<file path="src/hdl/fba_pkg.sv">
// Shared types and codes of the flow byte accounting block.
package fba_pkg;

  localparam int ENTRY_IDX_W = 6;
  localparam int SLOT_W      = 5;
  localparam int COUNT_W     = 64;

  typedef enum logic [1:0] {
    REQ_PACKET   = 2'd0,
    REQ_ENTRY_WR = 2'd1,
    REQ_READ     = 2'd2,
    REQ_CLEAR    = 2'd3
  } req_e;

  localparam logic [1:0] FAM_IPV4 = 2'd0;
  localparam logic [1:0] FAM_IPV6 = 2'd1;

  localparam logic PROTO_TCP = 1'b0;
  localparam logic PROTO_UDP = 1'b1;

  localparam logic [1:0] MATCH_NONE = 2'd0;
  localparam logic [1:0] MATCH_SENT = 2'd1;
  localparam logic [1:0] MATCH_RECV = 2'd2;

  typedef struct packed {
    req_e                   req_type;
    logic                   protocol;
    logic [1:0]             family;
    logic [31:0]            src_ip;
    logic [15:0]            src_port;
    logic [31:0]            dst_ip;
    logic [15:0]            dst_port;
    logic [15:0]            packet_len;
    logic [ENTRY_IDX_W-1:0] entry_index;
    logic                   entry_valid;
    logic [SLOT_W-1:0]      slot_index;
  } in_item_t;

  typedef struct packed {
    logic [1:0]         match_kind;
    logic [SLOT_W-1:0]  matched_slot;
    logic [COUNT_W-1:0] sent_bytes;
    logic [COUNT_W-1:0] received_bytes;
    logic               family_error;
  } out_item_t;

  typedef enum logic [2:0] {
    ST_INIT,
    ST_IDLE,
    ST_DISPATCH,
    ST_SCAN,
    ST_CNT_RD,
    ST_CNT_WR
  } state_e;

  typedef struct packed {
    logic sweep;
    logic load;
    logic scan;
    logic ent_wr;
    logic cnt_rd;
    logic cnt_wr;
    logic emit_plain;
  } ctrl_cmd_t;

  typedef struct packed {
    logic sweep_last;
    req_e req_type;
    logic is_ipv4;
    logic scan_done;
    logic hit;
  } ctrl_sts_t;

endpackage

</file>
<file path="src/hdl/fba_ctrl.sv">
// Controller state machine sequencing the reset sweep, table scan and counter update.
module fba_ctrl (
  input  logic                clk_i,
  input  logic                rst_ni,
  input  logic                start,
  input  fba_pkg::ctrl_sts_t  sts_i,
  output fba_pkg::ctrl_cmd_t  cmd_o,
  output logic                busy
);
  import fba_pkg::*;

  state_e state_q, state_d;

  always_ff @(posedge clk_i or negedge rst_ni) begin
    if (!rst_ni) begin
      state_q <= ST_INIT;
    end else begin
      state_q <= state_d;
    end
  end

  always_comb begin
    state_d = state_q;
    unique case (state_q)
      ST_INIT: begin
        if (sts_i.sweep_last) begin
          state_d = ST_IDLE;
        end
      end
      ST_IDLE: begin
        if (start) begin
          state_d = ST_DISPATCH;
        end
      end
      ST_DISPATCH: begin
        unique case (sts_i.req_type)
          REQ_PACKET:         state_d = sts_i.is_ipv4 ? ST_SCAN : ST_IDLE;
          REQ_ENTRY_WR:       state_d = ST_IDLE;
          REQ_READ, REQ_CLEAR: state_d = ST_CNT_RD;
        endcase
      end
      ST_SCAN: begin
        if (sts_i.scan_done) begin
          state_d = sts_i.hit ? ST_CNT_RD : ST_IDLE;
        end
      end
      ST_CNT_RD: state_d = ST_CNT_WR;
      ST_CNT_WR: state_d = ST_IDLE;
      default:   state_d = ST_IDLE;
    endcase
  end

  always_comb begin
    cmd_o = '0;
    unique case (state_q)
      ST_INIT:  cmd_o.sweep = 1'b1;
      ST_IDLE:  cmd_o.load  = start;
      ST_DISPATCH: begin
        unique case (sts_i.req_type)
          REQ_PACKET:   cmd_o.emit_plain = !sts_i.is_ipv4;
          REQ_ENTRY_WR: begin
            cmd_o.ent_wr     = 1'b1;
            cmd_o.emit_plain = 1'b1;
          end
          REQ_READ, REQ_CLEAR: cmd_o.emit_plain = 1'b0;
        endcase
      end
      ST_SCAN: begin
        cmd_o.scan       = 1'b1;
        cmd_o.emit_plain = sts_i.scan_done && !sts_i.hit;
      end
      ST_CNT_RD: cmd_o.cnt_rd = 1'b1;
      ST_CNT_WR: cmd_o.cnt_wr = 1'b1;
      default:   cmd_o = '0;
    endcase
  end

  assign busy = (state_q != ST_IDLE);

`ifndef SYNTHESIS
  a_cmd_onehot: assert property (@(posedge clk_i) disable iff (!rst_ni)
    $onehot0({cmd_o.sweep, cmd_o.load, cmd_o.scan, cmd_o.ent_wr, cmd_o.cnt_rd,
              cmd_o.cnt_wr}))
    else $error("more than one datapath command at once");
  a_load_dispatch: assert property (@(posedge clk_i) disable iff (!rst_ni)
    cmd_o.load |=> (state_q == ST_DISPATCH))
    else $error("accepted transfer not dispatched");
  a_count_sequence: assert property (@(posedge clk_i) disable iff (!rst_ni)
    (state_q == ST_CNT_RD) |=> (state_q == ST_CNT_WR))
    else $error("counter read not followed by write-back");
`endif

endmodule

</file>
<file path="config.mk">
export PLATFORM = sky130hd
export DESIGN_NAME = fba_ctrl
export DESIGN_NICKNAME = d
export VERILOG_FILES = /design/src/hdl/fba_pkg.sv /design/src/hdl/fba_ctrl.sv
export SDC_FILE = /design/constraint.sdc
export NUM_CORES = 1
export LEC_CHECK = 0
export ABC_AREA = 1
export BUFFER_PORTS_ARGS = -buffer_cell sky130_fd_sc_hd__buf_2
export CORE_AREA = 2 2 39 41
export CTS_CLUSTER_SIZE = 14
export DETAILED_ROUTE_END_ITERATION = 16
export DIE_AREA = 0 0 41 43
export PLACE_DENSITY = 0.58
export SLEW_MARGIN = 30
export SYNTH_ARGS = -nofsm -noshare
export SYNTH_HDL_FRONTEND = slang
export SYNTH_SLANG_ARGS = --single-unit
</file>
<file path="constraint.sdc">
create_clock -name clk_i -period 1.72 [get_ports clk_i]
set_input_delay 0.086 -clock clk_i [delete_from_list [all_inputs] [get_ports clk_i]]
set_output_delay 0.086 -clock clk_i [all_outputs]
set_load 0.01 [all_outputs]
</file>
==> results.toml, run 1 <==
[die]
die_y_um = 43
core_sq_um = 1380
dieArea_sq_um = 1760
rows = 14
pin_count = 17
die_x_um = 41
start_util_pct = 21.0

[clock_network]
clk_pin_slew_ps = 40
clock_sink_count = 3
root_buffer = "clkbuf_4"
cts_hold_buffers = 1
numCtsBuffers = 3
max-clock-path-buffers = 2
clock_latency_ps = 230
cts_resized = 0
cts-htree-levels = 1
cts_tree = "done"
cts_setup_buffers = 0

[routing]
wire_per_inst_um = 7.98
vias = 351
vias_per_cell = 4.13
antenna_left = 0
post-route-drc-count = 0
drt-total-wl_um = 678
drtIter0Drc = 7
dr.pass1.iters = 4

[sta]
fin_crit_sh_pct = 78.2
rsz0062_at_grt = "false"
final.setup.tns_ps = 0
max_freq_ghz = 0.744
holdWs_ps = 151
final_max_slew_viol_count = 0
finClkSkew_ps = 2.37
relSlewSlack_pct = 84.0
setup_viol = 0
layout_min_cycle_time_ps = 1340
hold_viol_final = 0
tightestPinTransition_ps = 238

[logic_synthesis]
syn_area_per_cell_sq_um = 6.05
synth_xor_area_share_pct = 0
syn_area_sq_um = 290
synth_warnings = 0
synth_compound_area_share_pct = 7.33
synth_top_area_share_pct = 25.9
synth_top_family_by_area = "simple AND/OR/NAND/NOR gates"
synth_cell_types = 15
syn_nets = 57
synth_fa_ha_area_share_pct = 0
synth_area_leaders = "dfrtp_1 (26%), inv_1 (14%), nand2_1 (12%), nor2_1 (9.1%), nand3_2 (6.9%)"
synthMuxAreaShare_pct = 0
yosys.area_share.simple_pct = 50.0
ys_ff_latch = 3
syn-instance-count = 48
seq_area_frac_synth_pct = 25.9
post-synth-top-area-cell = "dfrtp_1"

[finish]
largest_reg_flops = 3
utilization_pct = 30.8
fillers = 163
finalNetCount = 79
area_delta_synth_final_pct = 47.0
mostFrequentLayoutCell = "buf_2"
diodes = 0
regMostFlops = "state_q"
final-seq-area_sq_um = 75.1
top_regs = "state_q: 3 flops"
multiInputGateArea_sq_um = 166
layout_common_cells = "buf_2 (16), inv_1 (11), nand2_1 (9)"
drive_above_1_share_pct = 39.1

[setup_path]
end_kind = "primary output"
critPathKind = "reg2out"
path_max_fanout = 6
start_kind = "register"
required_ps = 1630
crit_chain = "nand2_2, nor2_4, nand2_1, o22ai_1, buf_2"
crit_path_max_incr_delay_ps = 430
slowest_stage = "dfrtp_1"
critPathArrivalTime_ps = 1260

[run_status]
run_status = "complete, no violations"

[global_routing]
antenna_found_initial = 0
track_usage_pct = 9.54
grt_pass1_wl_um = 1130
overflow = 0
grt_pass1_vias = 308
grt_max_degree = 7

[power]
clockPowerShare_pct = 18.0
ir_drop_v = 0.000511
p_comb_share_pct = 58.7
netSwitchingFraction_pct = 49.0
internal_power_mw = 0.350
power.density_nw_per_um2 = 1610
switchingPower_mw = 0.336
power_frac_seq_pct = 23.3
totalPowerFinal_mw = 0.685
leakagePower_nw = 0.274

[placement]
routabilityCongestion = 0.776
hpwl_um = 585
port_buffers = 16

[hold_path]
hp-class = "in2reg"

[job]
cap_violations = 0
[layout make-up]
class	count	area share, %
multi-input cells	32	39.0
clock buffers	4	6.16
well taps	16	4.69
repair buffers	17	21.1
flip-flops and latches	3	17.6
inverters	13	11.4
[worst max-delay path, delay by kind of cell, from the launching register on]
| family | cells | cell delay (ps) |
|---|---|---|
| AOI/OAI and AO/OA | 1 | 140 |
| buffers and inverters | 1 | 150 |
| DFF | 1 | 430 |
| and+or+nand+nor | 3 | 300 |
[worst paths after layout]
| path | depth (start not counted) | start | endpoint | slack (ps) |
|---|---|---|---|---|
| setup / recovery | 5 | state_q[0]$_DFFE_PN0P_ | cmd_o[0] | 380 |
| hold / removal | 3 | sts_i[4] | state_q[2]$_DFFE_PN0P_ | 150 |
| setup reg to reg | 6 | state_q[0]$_DFFE_PN0P_ | state_q[0]$_DFFE_PN0P_ | 590 |
| hold reg to reg | 2 | state_q[0]$_DFFE_PN0P_ | state_q[0]$_DFFE_PN0P_ | 600 |
| max in group asynchronous | 2 | rst_ni | state_q[0]$_DFFE_PN0P_ | 1430 |
| min in group asynchronous | 2 | rst_ni | state_q[2]$_DFFE_PN0P_ | 180 |
[per-stage QoR]
stage | area [sq um] | instances | setup slack (ps)
4_1_cts | 427 | 85 | 349
2_1_floorplan | 290 | 48 | 667
3_5_place_dp | 390 | 80 | 586
3_3_place_gp | 390 | 80 | 592
6_report | 427 | 85 | 375
5_1_grt | 427 | 85 | 235
[synthesized netlist by cell type]
master	n
nand3b_1	1
nor2_1	7
nor2_2	1
dfrtp_1	3
inv_2	2
nor3_1	3
inv_1	11
nand3_2	2
o21ai_1	1
nor2_4	1
nand2_2	2
nand4_1	2
o22ai_1	1
nand2_1	9
a21oi_1	2
[power groups by stage]
stage / sequential [mW] / combinational [mW] / clock [mW]
final: 0.160 / 0.403 / 0.123
after CTS: 0.161 / 0.411 / 0.132
after global routing: 0.168 / 0.460 / 0.141
after detailed placement: 0.161 / 0.409 / 0
after global placement: 0.161 / 0.410 / 0
after floorplan: 0.153 / 0.290 / 0
[per-layer routing]
layer	track usage [%]	wire (um)	vias up
met5	0	0	-
met3	4.71	32	0
met1	10.9	263	155
met2	14.4	383	5
met4	4.00	0	0
li1	-	-	191
[logic make-up after synthesis]
family                 after synthesis
and+or+nand+nor                     28
buffers and inverters               13
AOI/OAI and AO/OA                    4
DFF                                  3
Power figures use the tool's default switching activity.
==> inputs of run 2 (changes only) <==
--- a/config.mk
+++ b/config.mk
@@ -11,7 +11,7 @@
 export CTS_CLUSTER_SIZE = 14
 export DETAILED_ROUTE_END_ITERATION = 16
 export DIE_AREA = 0 0 41 43
-export PLACE_DENSITY = 0.58
+export PLACE_DENSITY = 0.59
 export SLEW_MARGIN = 30
 export SYNTH_ARGS = -nofsm -noshare
 export SYNTH_HDL_FRONTEND = slang
==> constraint.sdc (replaced) <==
create_clock -name clk_i -period 1.15 [get_ports clk_i]
set_input_delay 0.0575 -clock clk_i [delete_from_list [all_inputs] [get_ports clk_i]]
set_output_delay 0.0575 -clock clk_i [all_outputs]
set_load 0.01 [all_outputs]
==> results.toml, run 2 (same netlist as run 1, synthesis figures left out) <==
[job]
cap_violations = 0

[die]
dieArea_sq_um = 1760
rows = 14
core_sq_um = 1380
die_x_um = 41
start_util_pct = 21.0
die_y_um = 43
pin_count = 17

[clock_network]
clock_sink_count = 3
clock_latency_ps = 230
clk_pin_slew_ps = 40
cts_tree = "done"
numCtsBuffers = 3
cts-htree-levels = 1
root_buffer = "clkbuf_4"
max-clock-path-buffers = 2

[placement]
port_buffers = 16
dpl_cell_area_sq_um = 390
routabilityCongestion = 0.821
dpl.cell_count = 80
hpwl_um = 588

[finish]
final_area_sq_um = 505
layout.cells.non_filler = 91
regMostFlops = "state_q"
diodes = 0
top_regs = "state_q: 3 flops"
area_delta_synth_final_pct = 74.1
drive_above_1_share_pct = 54.7
mostFrequentLayoutCell = "buf_2"
layout_common_cells = "buf_2 (15), inv_1 (10), nand2_1 (8)"
finalNetCount = 85
largest_reg_flops = 3

[routing]
antenna_left = 0
drt-total-wl_um = 766
dr.pass1.iters = 3
vias = 374
wire_per_inst_um = 8.42
vias_per_cell = 4.11
drtIter0Drc = 4
post-route-drc-count = 0

[power]
ir_drop_v = 0.000982
switchingPower_mw = 0.582
clockPowerShare_pct = 14.3
leakagePower_nw = 0.305
p_comb_share_pct = 65.6
totalPowerFinal_mw = 1.27
internal_power_mw = 0.686
power.density_nw_per_um2 = 2510
netSwitchingFraction_pct = 45.9
power_frac_seq_pct = 20.1

[sta]
hold_viol_final = 0
tightestPinTransition_ps = 245
setup_viol = 3
rsz0062_at_grt = "true"
fin_crit_sh_pct = 108
layout_min_cycle_time_ps = 1240
final_max_slew_viol_count = 0
relSlewSlack_pct = 83.5
max_freq_ghz = 0.804
fin_ws_ps = -94.5
finClkSkew_ps = 0.806

[global_routing]
grt_pass1_wl_um = 1240
grt_max_degree = 7
overflow = 0
track_usage_pct = 10.4
antenna_found_initial = 0
grt_pass1_vias = 338

[setup_path]
crit_chain = "nand2_2, nor2_4, nand2_2, o22ai_2, buf_2"
r2r_cells = 4
start_kind = "register"
cp_num_cells = 5
required_ps = 1090
path_max_fanout = 6
path_common_cell = "nand2_2"
startpoint = "state_q[0]$_DFFE_PN0P_"
crit_path_max_incr_delay_ps = 420
crit_buf_inv = 1
critPathKind = "reg2out"
rr_endpoint = "state_q[1]$_DFFE_PN0P_"
end_kind = "primary output"
worst-r2r-setup-slack_ps = 10
critPathArrivalTime_ps = 1190
critPathTopFamily = "flip-flops"
crit_path_end = "cmd_o[0]"
slowest_stage = "dfrtp_2"
rr_startpoint = "state_q[2]$_DFFE_PN0P_"

[hold_path]
hp-class = "in2reg"

[run_status]
violations = "setup timing"
run_status = "complete, but fails checks"
## run 2: cell count changes in the layout (fill, tap and decap cells not counted), sizes merged
| cell | before | now |
|---|---|---|
| buf | 16 | 22 |
## run 2: cell type report
type | count | area, sq um
clock buffer | 4 | 26.3
fill | 157 | 878
timing repair buffer | 23 | 141
sequential | 3 | 78.8
multi-input combinational | 32 | 188
tap | 16 | 20.0
inverter | 13 | 51.3
## run 2: repair_timing
action | 4_1_cts | 5_1_grt
gates resized for setup | 2 | 9
buffers inserted | 3 | 3
setup endpoints to repair | 7 | 11
endpoints found under the hold margin | 3 | 0
hold buffers | 1 | 0
pin swaps | 3 | 8
## run 2: power by group through the flow
| stage | registers (mW) | logic [mW] | clock network (mW) |
|---|---|---|---|
| finish | 0.255 | 0.831 | 0.181 |
| global route | 0.264 | 0.944 | 0.204 |
| CTS | 0.241 | 0.691 | 0.192 |
| detailed placement | 0.241 | 0.611 | 0 |
| global placement | 0.241 | 0.606 | 0 |
| floorplan | 0.228 | 0.433 | 0 |
## run 2: per-stage QoR
stage | TNS [ps] | hold slack (ps) | worst slack (ps) | util, %
floorplan | 0 | -238 | 96.7 | -
global placement | 0 | -142 | 9.60 | 28.2
detailed placement | -11.2 | -140 | -11.2 | 28.2
CTS | -330 | 113 | -123 | 32.6
global route | -886 | 123 | -167 | 36.5
finish | -159 | 114 | -94.5 | 36.5
## run 2: worst min path at each step
| stage | start | to | slack (ps) | depth (start not counted) |
|---|---|---|---|---|
| 3_3_place_gp | rst_ni | state_q[0]$_DFFE_PN0P_ | -140 | 1 |
| 6_report | sts_i[4] | state_q[2]$_DFFE_PN0P_ | 110 | 3 |
| 2_1_floorplan | rst_ni | state_q[0]$_DFFE_PN0P_ | -240 | 0 |
| 4_1_cts | sts_i[4] | state_q[2]$_DFFE_PN0P_ | 110 | 3 |
| 5_1_grt | sts_i[4] | state_q[2]$_DFFE_PN0P_ | 120 | 3 |
| 3_5_place_dp | rst_ni | state_q[0]$_DFFE_PN0P_ | -140 | 1 |
## run 2: worst min-delay path, stage by stage
cell	delay, ps
buf_2	100
a21oi_1	60
nor2_1	80
## run 2: routing by layer
metal | wire, um | global-route usage (%) | up-vias | part of all wire, %
li1 | - | - | 203 | -
met1 | 303 | 11.0 | 166 | 40
met2 | 427 | 17.8 | 5 | 56
met3 | 36 | 4.71 | 0 | 4.7
met4 | 0 | 2.00 | 0 | 0
met5 | 0 | 0 | - | 0
